--- src/sv/assert_macros.svh ---
// ---------------------------------------------------------------------------
// Assertion macros
// Shared concurrent assertion forms, clocked on clk with reset rst_n.
// ---------------------------------------------------------------------------
`ifndef ASSERT_MACROS_SVH
`define ASSERT_MACROS_SVH
`ifndef NO_ASSERTIONS
// Same-cycle implication.
`define ASSERT_SAME(lbl, ante, cons, msg) \
    lbl: assert property (@(posedge clk) disable iff (!rst_n) (ante) |-> (cons)) \
        else $error(msg);
// Next-cycle implication.
`define ASSERT_NEXT(lbl, ante, cons, msg) \
    lbl: assert property (@(posedge clk) disable iff (!rst_n) (ante) |=> (cons)) \
        else $error(msg);
`else
`define ASSERT_SAME(lbl, ante, cons, msg)
`define ASSERT_NEXT(lbl, ante, cons, msg)
`endif
`endif

--- src/sv/bpho_pkg.sv ---
// ---------------------------------------------------------------------------
// Block PSNR overlay package
// Widths, constants and the threshold mantissa table of the PSNR search.
// ---------------------------------------------------------------------------
package bpho_pkg;

    localparam int SSE_W   = 29;
    localparam int MANT_W  = 27;
    localparam int PROD_W  = SSE_W + MANT_W;
    localparam int LHS_W   = 73;
    localparam int FRAC_W  = 24;
    localparam int LEVEL_W = 6;
    localparam int PIX_W   = 8;

    localparam logic [SSE_W-1:0]   SSE_MAX    = {SSE_W{1'b1}};
    localparam logic [15:0]        PEAK_SQ    = 16'd65025;
    localparam logic [LEVEL_W-1:0] LEVEL_LOW  = 6'd23;
    localparam logic [LEVEL_W-1:0] LEVEL_MIN  = 6'd24;
    localparam logic [LEVEL_W-1:0] LEVEL_TOP  = 6'd52;
    localparam logic [LEVEL_W-1:0] LEVEL_HIGH = 6'd53;
    localparam logic [7:0]         CB_VALUE   = 8'h00;

    // First threshold is 24 dB, last is 53 dB, as decade and unit digits
    localparam logic [2:0] DEC_FIRST  = 3'd2;
    localparam logic [3:0] UNIT_FIRST = 4'd4;
    localparam logic [2:0] DEC_LAST   = 3'd5;
    localparam logic [3:0] UNIT_LAST  = 4'd3;
    localparam logic [3:0] UNIT_WRAP  = 4'd9;

    // Status of the level search toward the top level
    typedef struct packed {
        logic busy;
        logic done;
    } srch_stat_t;

    // round(10^(j/10) * 2^24)
    function automatic logic [MANT_W-1:0] mant_val(input logic [3:0] j);
        logic [MANT_W-1:0] m;
        case (j)
            4'd0:    m = 27'd16777216;
            4'd1:    m = 27'd21121264;
            4'd2:    m = 27'd26590095;
            4'd3:    m = 27'd33474947;
            4'd4:    m = 27'd42142461;
            4'd5:    m = 27'd53054215;
            4'd6:    m = 27'd66791300;
            4'd7:    m = 27'd84085265;
            4'd8:    m = 27'd105857077;
            4'd9:    m = 27'd133266164;
            default: m = '0;
        endcase
        return m;
    endfunction

endpackage

--- src/sv/bpho_accum.sv ---
// ---------------------------------------------------------------------------
// Block PSNR squared error accumulator
// Sums squared luma differences and counts pixels, clearing at block end.
// ---------------------------------------------------------------------------
module bpho_accum
    import bpho_pkg::*;
#(
    parameter int MAX_BLOCK_SIDE = 64,
    parameter int CNT_W = 13
)
(
    input  logic             clk,
    input  logic             rst_n,
    input  logic             take,
    input  logic [PIX_W-1:0] recon,
    input  logic [PIX_W-1:0] orig,
    input  logic             last,
    output logic [SSE_W-1:0] sum_next,
    output logic [CNT_W-1:0] cnt_next
);

    localparam int LIMIT = MAX_BLOCK_SIDE * MAX_BLOCK_SIDE;

    logic [SSE_W-1:0] sum_reg;
    logic [CNT_W-1:0] cnt_reg;
    logic [PIX_W-1:0] diff;
    logic [15:0]      sq;
    logic [SSE_W:0]   sum_wide;

    // Square the absolute difference and add with saturation
    always_comb
    begin
        diff     = (recon > orig) ? (recon - orig) : (orig - recon);
        sq       = {8'd0, diff} * {8'd0, diff};
        sum_wide = {1'b0, sum_reg} + (SSE_W+1)'(sq);
        sum_next = sum_wide[SSE_W] ? SSE_MAX : sum_wide[SSE_W-1:0];
        cnt_next = (cnt_reg < CNT_W'(LIMIT)) ? (cnt_reg + 1'b1) : cnt_reg;
    end

    // Advance on each request, clear after the last pixel
    always_ff @(posedge clk or negedge rst_n)
    begin
        if (!rst_n)
        begin
            sum_reg <= '0;
            cnt_reg <= '0;
        end
        else if (take)
        begin
            if (last)
            begin
                sum_reg <= '0;
                cnt_reg <= '0;
            end
            else
            begin
                sum_reg <= sum_next;
                cnt_reg <= cnt_next;
            end
        end
    end

endmodule

--- src/sv/bpho_search.sv ---
// ---------------------------------------------------------------------------
// Block PSNR level search
// Walks thresholds 24..53 dB with one shared multiplier and a x10 scaler.
// ---------------------------------------------------------------------------
module bpho_search
    import bpho_pkg::*;
#(
    parameter int CNT_W = 13
)
(
    input  logic               clk,
    input  logic               rst_n,
    input  logic               start,
    input  logic [SSE_W-1:0]   sse_in,
    input  logic [CNT_W-1:0]   cnt_in,
    input  logic               take,
    output srch_stat_t         stat,
    output logic [LEVEL_W-1:0] level
);

    localparam int X_W = 16 + CNT_W;

    localparam logic [2:0] ST_IDLE  = 3'd0;
    localparam logic [2:0] ST_XMUL  = 3'd1;
    localparam logic [2:0] ST_MUL   = 3'd2;
    localparam logic [2:0] ST_SCALE = 3'd3;
    localparam logic [2:0] ST_CMP   = 3'd4;
    localparam logic [2:0] ST_DONE  = 3'd5;

    logic [2:0]         state_reg, state_next;
    logic [SSE_W-1:0]   sse_reg, sse_next;
    logic [CNT_W-1:0]   cnt_reg, cnt_next;
    logic [X_W-1:0]     x_reg, x_next;
    logic [LHS_W-1:0]   lhs_reg, lhs_next;
    logic [2:0]         dec_reg, dec_next;
    logic [3:0]         unit_reg, unit_next;
    logic [2:0]         dcnt_reg, dcnt_next;
    logic [LEVEL_W-1:0] level_reg, level_next;

    logic [SSE_W-1:0]   mul_a;
    logic [MANT_W-1:0]  mul_b;
    logic [PROD_W-1:0]  prod;
    logic [LHS_W-1:0]   lhs_x10;
    logic [LHS_W-1:0]   rhs;
    logic               pass;

    // Shared multiplier: peak times count, then error sum times mantissa
    always_comb
    begin
        if (state_reg == ST_XMUL)
        begin
            mul_a = SSE_W'(cnt_reg);
            mul_b = MANT_W'(PEAK_SQ);
        end
        else
        begin
            mul_a = sse_reg;
            mul_b = mant_val(unit_reg);
        end
        prod    = {{MANT_W{1'b0}}, mul_a} * {{SSE_W{1'b0}}, mul_b};
        lhs_x10 = (lhs_reg << 3) + (lhs_reg << 1);
        rhs     = {{(LHS_W-X_W-FRAC_W){1'b0}}, x_reg, {FRAC_W{1'b0}}};
        pass    = (lhs_reg <= rhs);
    end

    // Sequence the threshold walk
    always_comb
    begin
        state_next = state_reg;
        sse_next   = sse_reg;
        cnt_next   = cnt_reg;
        x_next     = x_reg;
        lhs_next   = lhs_reg;
        dec_next   = dec_reg;
        unit_next  = unit_reg;
        dcnt_next  = dcnt_reg;
        level_next = level_reg;
        case (state_reg)
            ST_IDLE:
            begin
                if (start)
                begin
                    sse_next = sse_in;
                    cnt_next = cnt_in;
                    if (sse_in == '0)
                    begin
                        level_next = LEVEL_HIGH;
                        state_next = ST_DONE;
                    end
                    else
                    begin
                        state_next = ST_XMUL;
                    end
                end
            end
            ST_XMUL:
            begin
                x_next     = prod[X_W-1:0];
                dec_next   = DEC_FIRST;
                unit_next  = UNIT_FIRST;
                level_next = LEVEL_LOW;
                state_next = ST_MUL;
            end
            ST_MUL:
            begin
                lhs_next   = LHS_W'(prod);
                dcnt_next  = dec_reg;
                state_next = ST_SCALE;
            end
            ST_SCALE:
            begin
                lhs_next  = lhs_x10;
                dcnt_next = dcnt_reg - 1'b1;
                if (dcnt_reg == 3'd1)
                begin
                    state_next = ST_CMP;
                end
            end
            ST_CMP:
            begin
                if (pass)
                begin
                    level_next = level_reg + 1'b1;
                    if (dec_reg == DEC_LAST && unit_reg == UNIT_LAST)
                    begin
                        state_next = ST_DONE;
                    end
                    else
                    begin
                        if (unit_reg == UNIT_WRAP)
                        begin
                            unit_next = '0;
                            dec_next  = dec_reg + 1'b1;
                        end
                        else
                        begin
                            unit_next = unit_reg + 1'b1;
                        end
                        state_next = ST_MUL;
                    end
                end
                else
                begin
                    state_next = ST_DONE;
                end
            end
            ST_DONE:
            begin
                if (take)
                begin
                    state_next = ST_IDLE;
                end
            end
            default:
            begin
                state_next = ST_IDLE;
            end
        endcase
    end

    // Hold sequencer state
    always_ff @(posedge clk or negedge rst_n)
    begin
        if (!rst_n)
        begin
            state_reg <= ST_IDLE;
        end
        else
        begin
            state_reg <= state_next;
        end
    end

    // Hold datapath registers
    always_ff @(posedge clk)
    begin
        sse_reg   <= sse_next;
        cnt_reg   <= cnt_next;
        x_reg     <= x_next;
        lhs_reg   <= lhs_next;
        dec_reg   <= dec_next;
        unit_reg  <= unit_next;
        dcnt_reg  <= dcnt_next;
        level_reg <= level_next;
    end

    assign stat.busy = (state_reg != ST_IDLE);
    assign stat.done = (state_reg == ST_DONE);
    assign level     = level_reg;

endmodule

--- src/sv/block_psnr_heatmap_overlay_top.sv ---
// ---------------------------------------------------------------------------
// Block PSNR heat-map overlay top level
// Per-block luma PSNR level with cr and cb overlay values.
// ---------------------------------------------------------------------------
// Usage:
//   The slave stream carries one pixel pair per request: recon luma and
//   orig luma in s_tdata, s_tlast high on the last pixel of the block.
//   Pixels are taken one per cycle while s_tready is high.
//   After the last pixel, s_tready drops while the level search runs: zero
//   error goes straight to the result; otherwise the walk of the 30 thresholds
//   stops at the first that fails, with one multiply, two to five x10 steps
//   and one compare per threshold on the shared multiplier and scaler.
//   The master stream gives one request per block: level, cr and cb.
//   The result sits in an output register; pixels of the next block are
//   taken while it waits, but a finished search waits for that register
//   to free before the block accepts the next pixel.
//   When the receiver stalls, m_tdata holds until m_tready.
//   Reset clears the error sum, the pixel count, the sequencer and the
//   output valid; no clearing pass is needed.
// ---------------------------------------------------------------------------
`include "assert_macros.svh"

module block_psnr_heatmap_overlay_top
    import bpho_pkg::*;
#(
    parameter int MAX_BLOCK_SIDE = 64
)
(
    input  logic        clk,
    input  logic        rst_n,
    input  logic        s_tvalid,
    output logic        s_tready,
    input  logic [15:0] s_tdata,   // recon_luma[7:0], orig_luma[15:8]
    input  logic        s_tlast,   // block_end
    output logic        m_tvalid,
    input  logic        m_tready,
    output logic [23:0] m_tdata    // psnr_level[5:0], cr_overlay[13:6],
                                   // cb_overlay[21:14], zero[23:22]
);

    localparam int CNT_W = $clog2(MAX_BLOCK_SIDE * MAX_BLOCK_SIDE + 1);

    logic               s_take;
    logic [SSE_W-1:0]   sum_next;
    logic [CNT_W-1:0]   cnt_next;
    srch_stat_t         stat;
    logic [LEVEL_W-1:0] level;
    logic               load;
    logic [LEVEL_W-1:0] clipped;
    logic [4:0]         steps;
    logic [7:0]         cr_value;

    logic               m_valid_reg;
    logic [LEVEL_W-1:0] psnr_reg;
    logic [7:0]         cr_reg;

    assign s_tready = !stat.busy;
    assign s_take   = s_tvalid && s_tready;

    bpho_accum #(
        .MAX_BLOCK_SIDE (MAX_BLOCK_SIDE),
        .CNT_W          (CNT_W)
    ) u_accum (
        .clk      (clk),
        .rst_n    (rst_n),
        .take     (s_take),
        .recon    (s_tdata[7:0]),
        .orig     (s_tdata[15:8]),
        .last     (s_tlast),
        .sum_next (sum_next),
        .cnt_next (cnt_next)
    );

    bpho_search #(
        .CNT_W (CNT_W)
    ) u_search (
        .clk    (clk),
        .rst_n  (rst_n),
        .start  (s_take && s_tlast),
        .sse_in (sum_next),
        .cnt_in (cnt_next),
        .take   (load),
        .stat   (stat),
        .level  (level)
    );

    // Clamp the level and form cr = 9 * (52 - clipped)
    always_comb
    begin
        if (level < LEVEL_MIN)
        begin
            clipped = LEVEL_MIN;
        end
        else if (level > LEVEL_TOP)
        begin
            clipped = LEVEL_TOP;
        end
        else
        begin
            clipped = level;
        end
        steps    = 5'(LEVEL_TOP - clipped);
        cr_value = ({3'd0, steps} << 3) + {3'd0, steps};
    end

    assign load = stat.done && (!m_valid_reg || m_tready);

    // Hold the result until the receiver takes it
    always_ff @(posedge clk or negedge rst_n)
    begin
        if (!rst_n)
        begin
            m_valid_reg <= 1'b0;
        end
        else if (load)
        begin
            m_valid_reg <= 1'b1;
        end
        else if (m_tready)
        begin
            m_valid_reg <= 1'b0;
        end
    end

    // Load the result payload
    always_ff @(posedge clk)
    begin
        if (load)
        begin
            psnr_reg <= level;
            cr_reg   <= cr_value;
        end
    end

    assign m_tvalid = m_valid_reg;
    assign m_tdata  = {2'b00, CB_VALUE, cr_reg, psnr_reg};

    `ASSERT_NEXT(a_last_blocks_input, s_tvalid && s_tready && s_tlast, !s_tready,
        "pixel taken while level search should be running")
    `ASSERT_SAME(a_level_range, m_tvalid,
        m_tdata[5:0] >= LEVEL_LOW && m_tdata[5:0] <= LEVEL_HIGH,
        "psnr level out of range")
    `ASSERT_SAME(a_cr_range, m_tvalid, m_tdata[13:6] <= 8'd252 && m_tdata[21:14] == 8'd0,
        "overlay values out of range")

endmodule
--- config.mk ---
export PLATFORM = sky130hd
export DESIGN_NAME = block_psnr_heatmap_overlay_top
export DESIGN_NICKNAME = d
export VERILOG_FILES = /design/src/sv/bpho_pkg.sv /design/src/sv/bpho_accum.sv /design/src/sv/bpho_search.sv /design/src/sv/block_psnr_heatmap_overlay_top.sv
export VERILOG_INCLUDE_DIRS = /design/src /design/src/sv
export SDC_FILE = /design/constraint.sdc
export NUM_CORES = 2
export LEC_CHECK = 0
export BUFFER_PORTS_ARGS = -buffer_cell sky130_fd_sc_hd__buf_2
export CAP_MARGIN = 20
export CORE_AREA = 4 4 261 263
export CTS_BUF_LIST = sky130_fd_sc_hd__clkbuf_4 sky130_fd_sc_hd__clkbuf_8 sky130_fd_sc_hd__clkbuf_16
export DETAILED_ROUTE_END_ITERATION = 6
export DIE_AREA = 0 0 265 267
export HOLD_SLACK_MARGIN = 0.03
export PLACE_DENSITY = 0.83
export SLEW_MARGIN = 20
export SYNTH_ARGS = -nofsm -noshare
export SYNTH_HDL_FRONTEND = slang
export SYNTH_SLANG_ARGS = --single-unit
--- constraint.sdc ---
create_clock -name clk -period 10.9 [get_ports clk]
set_input_delay 1.09 -clock clk [delete_from_list [all_inputs] [get_ports clk]]
set_output_delay 1.09 -clock clk [all_outputs]
set_load 0.01 [all_outputs]
==> metrics.md <==
| Metric | Value |
|---|---|
| Synth cell count leaders | `inv_1, fa_1, nand2_1, ha_1, clkbuf_1` |
| CTS Buf Count | `30` |
| Max Freq | `103 MHz` |
| Postcts setup bufs | `0` |
| Rows | `94` |
| Status | `finished with violations` |
| Yosys cell types | `98` |
| CTS Hold Bufs | `0` |
| Ys async rst share | `18.7%` |
| Wire per inst | `21.2 um` |
| CTS sink cnt | `246` |
| Synth area leader | `fa_1` |
| PortBufs | `36` |
| # resized after CTS | `0` |
| Layout area overhead | `3.68%` |
| H-tree levels | `1` |
| Post-synth top area share | `32.6%` |
| Setup Skew | `19.6 ps` |
| Chip width | `265 um` |
| Nets | `5,855` |
| Hold Vio Cnt, Final | `0` |
| First-pass GRT wire length | `191,000 um` |
| Via Count | `35,000` |
| Hold Path Class | `reg -> reg` |
| Top cell by count, worst path | `fa_1` |
| R2R Path Start | `u_search.state_reg[0]$_DFFE_PN0P_` |
| Syn Area/Cell | `8.93 um^2` |
| IO Count | `47` |
| Full die area | `0.0708 mm^2` |
| DR vias/cell | `6.22` |
| Mux contribution to synthesized area | `0.590%` |
| Wire length after detailed routing | `119,000 um` |
| Adder-Cell Fraction of Synth Area | `43.3%` |
| Post-Syn Instances | `4,915` |
| Top FF cell, synth | `edfxtp_1` |
| Final Cycle Share | `89.4%` |
| Post-layout min period | `9740 ps` |
| Gr ovfl total | `0` |
| Crit-path slowest cell | `fa_1` |
| CTS tree | `yes` |
| Simple-gate share of the synthesized area | `15.5%` |
| Most area-consuming cells after synthesis | `fa_1, edfxtp_1, ha_1` |
| Setup TNS | `0 ps` |
| CP Capture Type | `flop` |
| CP Data Required Time | `11,110 ps` |
| Initial antenna violation count | `2` |
| Relative slew slack | `16.3%` |
| CP Class | `in -> reg` |
| RSZ-0062 raised after global routing | `false` |
| Post-synthesis xor/xnor area fraction | `3.21%` |
| Clk Latency, worst-skew pair | `570 ps` |
| Compound-cell area share of the yosys netlist | `11.4%` |
| Starting density of the core | `66.8%` |
| Post-Synthesis Cell Area | `0.0439 mm^2` |
| GPL Wtd Cong | `0.974` |
| Worst Path Max Fanout | `9` |
| Worst-margin pin slew | `1250 ps` |
| Global Route Usage Sum | `33.8%` |
| Data arrival, critical path | `9950 ps` |
| Core ar. | `0.0656 mm^2` |
| Largest net degree at the start of global routing | `87` |
| Sequential share of the synthesized area | `15.7%` |
| # DRC | `6` |
| Hold Path Origin | `u_accum.sum_reg[13]$_DFFE_PN0P_` |
| Final ANT Viol Nets | `0` |
| Count of final setup violators | `0` |
| Final Core Density | `69.3%` |
| Setup crit start | `s_tdata[0]` |
| Maxcap violations | `0` |
| Failing checks | `design-rule violations` |
| Vias in the first global route | `36,200` |
| Die H | `267 um` |
| Final Slew Violations | `0` |
| Largest stage delay on the critical path | `570 ps` |
| Share of layout cells above drive strength 1 | `4.19%` |
| Largest family of logic cells by synthesized area | `adder cells` |
| Most frequent cell after synthesis | `inv_1` |
| Clock buffer depth | `3` |
| Startpoint Class | `input port` |
| Ys Warns | `0` |
| Hpwl dp | `92,500 um` |
| Drt initial violations | `3,561` |
| CTS Root Cell | `clkbuf_16` |
| Yosys reg bits | `246` |
| Initial DRT Pass Iterations | `7` |
| CTS clk-pin slew, worst paths | `60 ps` |
| Number of synthesized flops with an enable pin | `174` |
==> layout make-up <==
class,instances,area (um^2)
Antenna cell,2,5.00
Tap cell,864,1080
Multi-Input combinational cell,3491,32500
Inverter,889,3340
Clock inverter,20,238
Clock buffer,36,820
Sequential cell,246,6900
Fill cell,5003,20100
Timing Repair Buffer,89,591
==> metrics by stage <==
step,worst slack [ps],instance area (um^2),instances,hold slack [ps]
6_report,1160,45500,5637,513
5_1_grt,562,45500,5635,532
4_1_cts,1260,45500,5635,514
3_5_place_dp,677,44400,5579,496
3_3_place_gp,867,44400,5579,493
2_1_floorplan,1890,43900,4924,424
==> cells in the final DEF, fill, tap and decap left out, types with 22 or more instances in the layout <==
| cell type | instances |
|---|---|
| inv_1 | 883 |
| fa_1 | 715 |
| nand2_1 | 688 |
| ha_1 | 372 |
| a21oi_1 | 250 |
| and3_1 | 228 |
| edfxtp_1 | 174 |
| nor2_1 | 171 |
| a21o_1 | 128 |
| o21ai_0 | 106 |
| xnor2_1 | 91 |
| nand3_1 | 68 |
| xor2_1 | 66 |
| and2_1 | 64 |
| buf_4 | 52 |
| dfrtp_1 | 46 |
| o21ai_1 | 42 |
| nand4_1 | 40 |
| buf_2 | 36 |
| o21bai_1 | 32 |
| nor3_1 | 31 |
| a22o_1 | 31 |
| clkbuf_16 | 31 |
| a31oi_1 | 30 |
| nand2b_1 | 29 |
| o21a_1 | 25 |
| dfxtp_1 | 24 |
| nor2b_1 | 22 |
==> routing by layer <==
metal	global-route usage, %	vias to the layer above	part of all wire (%)
li1	-	15400	-
met1	43.9	17200	37
met2	54.3	1973	46
met3	7.91	438	11
met4	15.9	4	5.8
met5	0	-	0.021
==> worst max-delay path: cells and delay by family <==
kind            cells  cell delay [ps]
compound gates     14             3060
xor+xnor            1              380
fa+ha+maj           7             2960
buf+inv             6              540
mux                 1              390
simple gates        5             1530
==> path summary, 6_finish.rpt <==
| path | cells after the start | slack (ps) | end |
|---|---|---|---|
| worst max-delay path | 34 | 1160 | u_search.level[5]$_SDFFCE_PN1P_ |
| worst min-delay path | 1 | 510 | u_accum.sum_reg[13]$_DFFE_PN0P_ |
| worst max register to register | 25 | 1350 | u_search.lhs_reg[49]$_DFFE_PP_ |
| worst min register to register | 1 | 510 | u_accum.sum_reg[13]$_DFFE_PN0P_ |
| max in group asynchronous | 2 | 9800 | m_tvalid$_DFFE_PN0P_ |
| min in group asynchronous | 2 | 590 | u_accum.sum_reg[9]$_DFFE_PN0P_ |
==> cells by family after synthesis <==
group                      Yosys count
AOI/OAI and AO/OA                  776
muxes                               22
other                                1
DFF                                246
adders and majority gates         1088
buffers and inverters             1187
xor gates and xnor gates           159
and+or+nand+nor                   1436
Power is not shown: default switching activity piles up to over one toggle a cycle in this logic, so the estimate is an artifact.
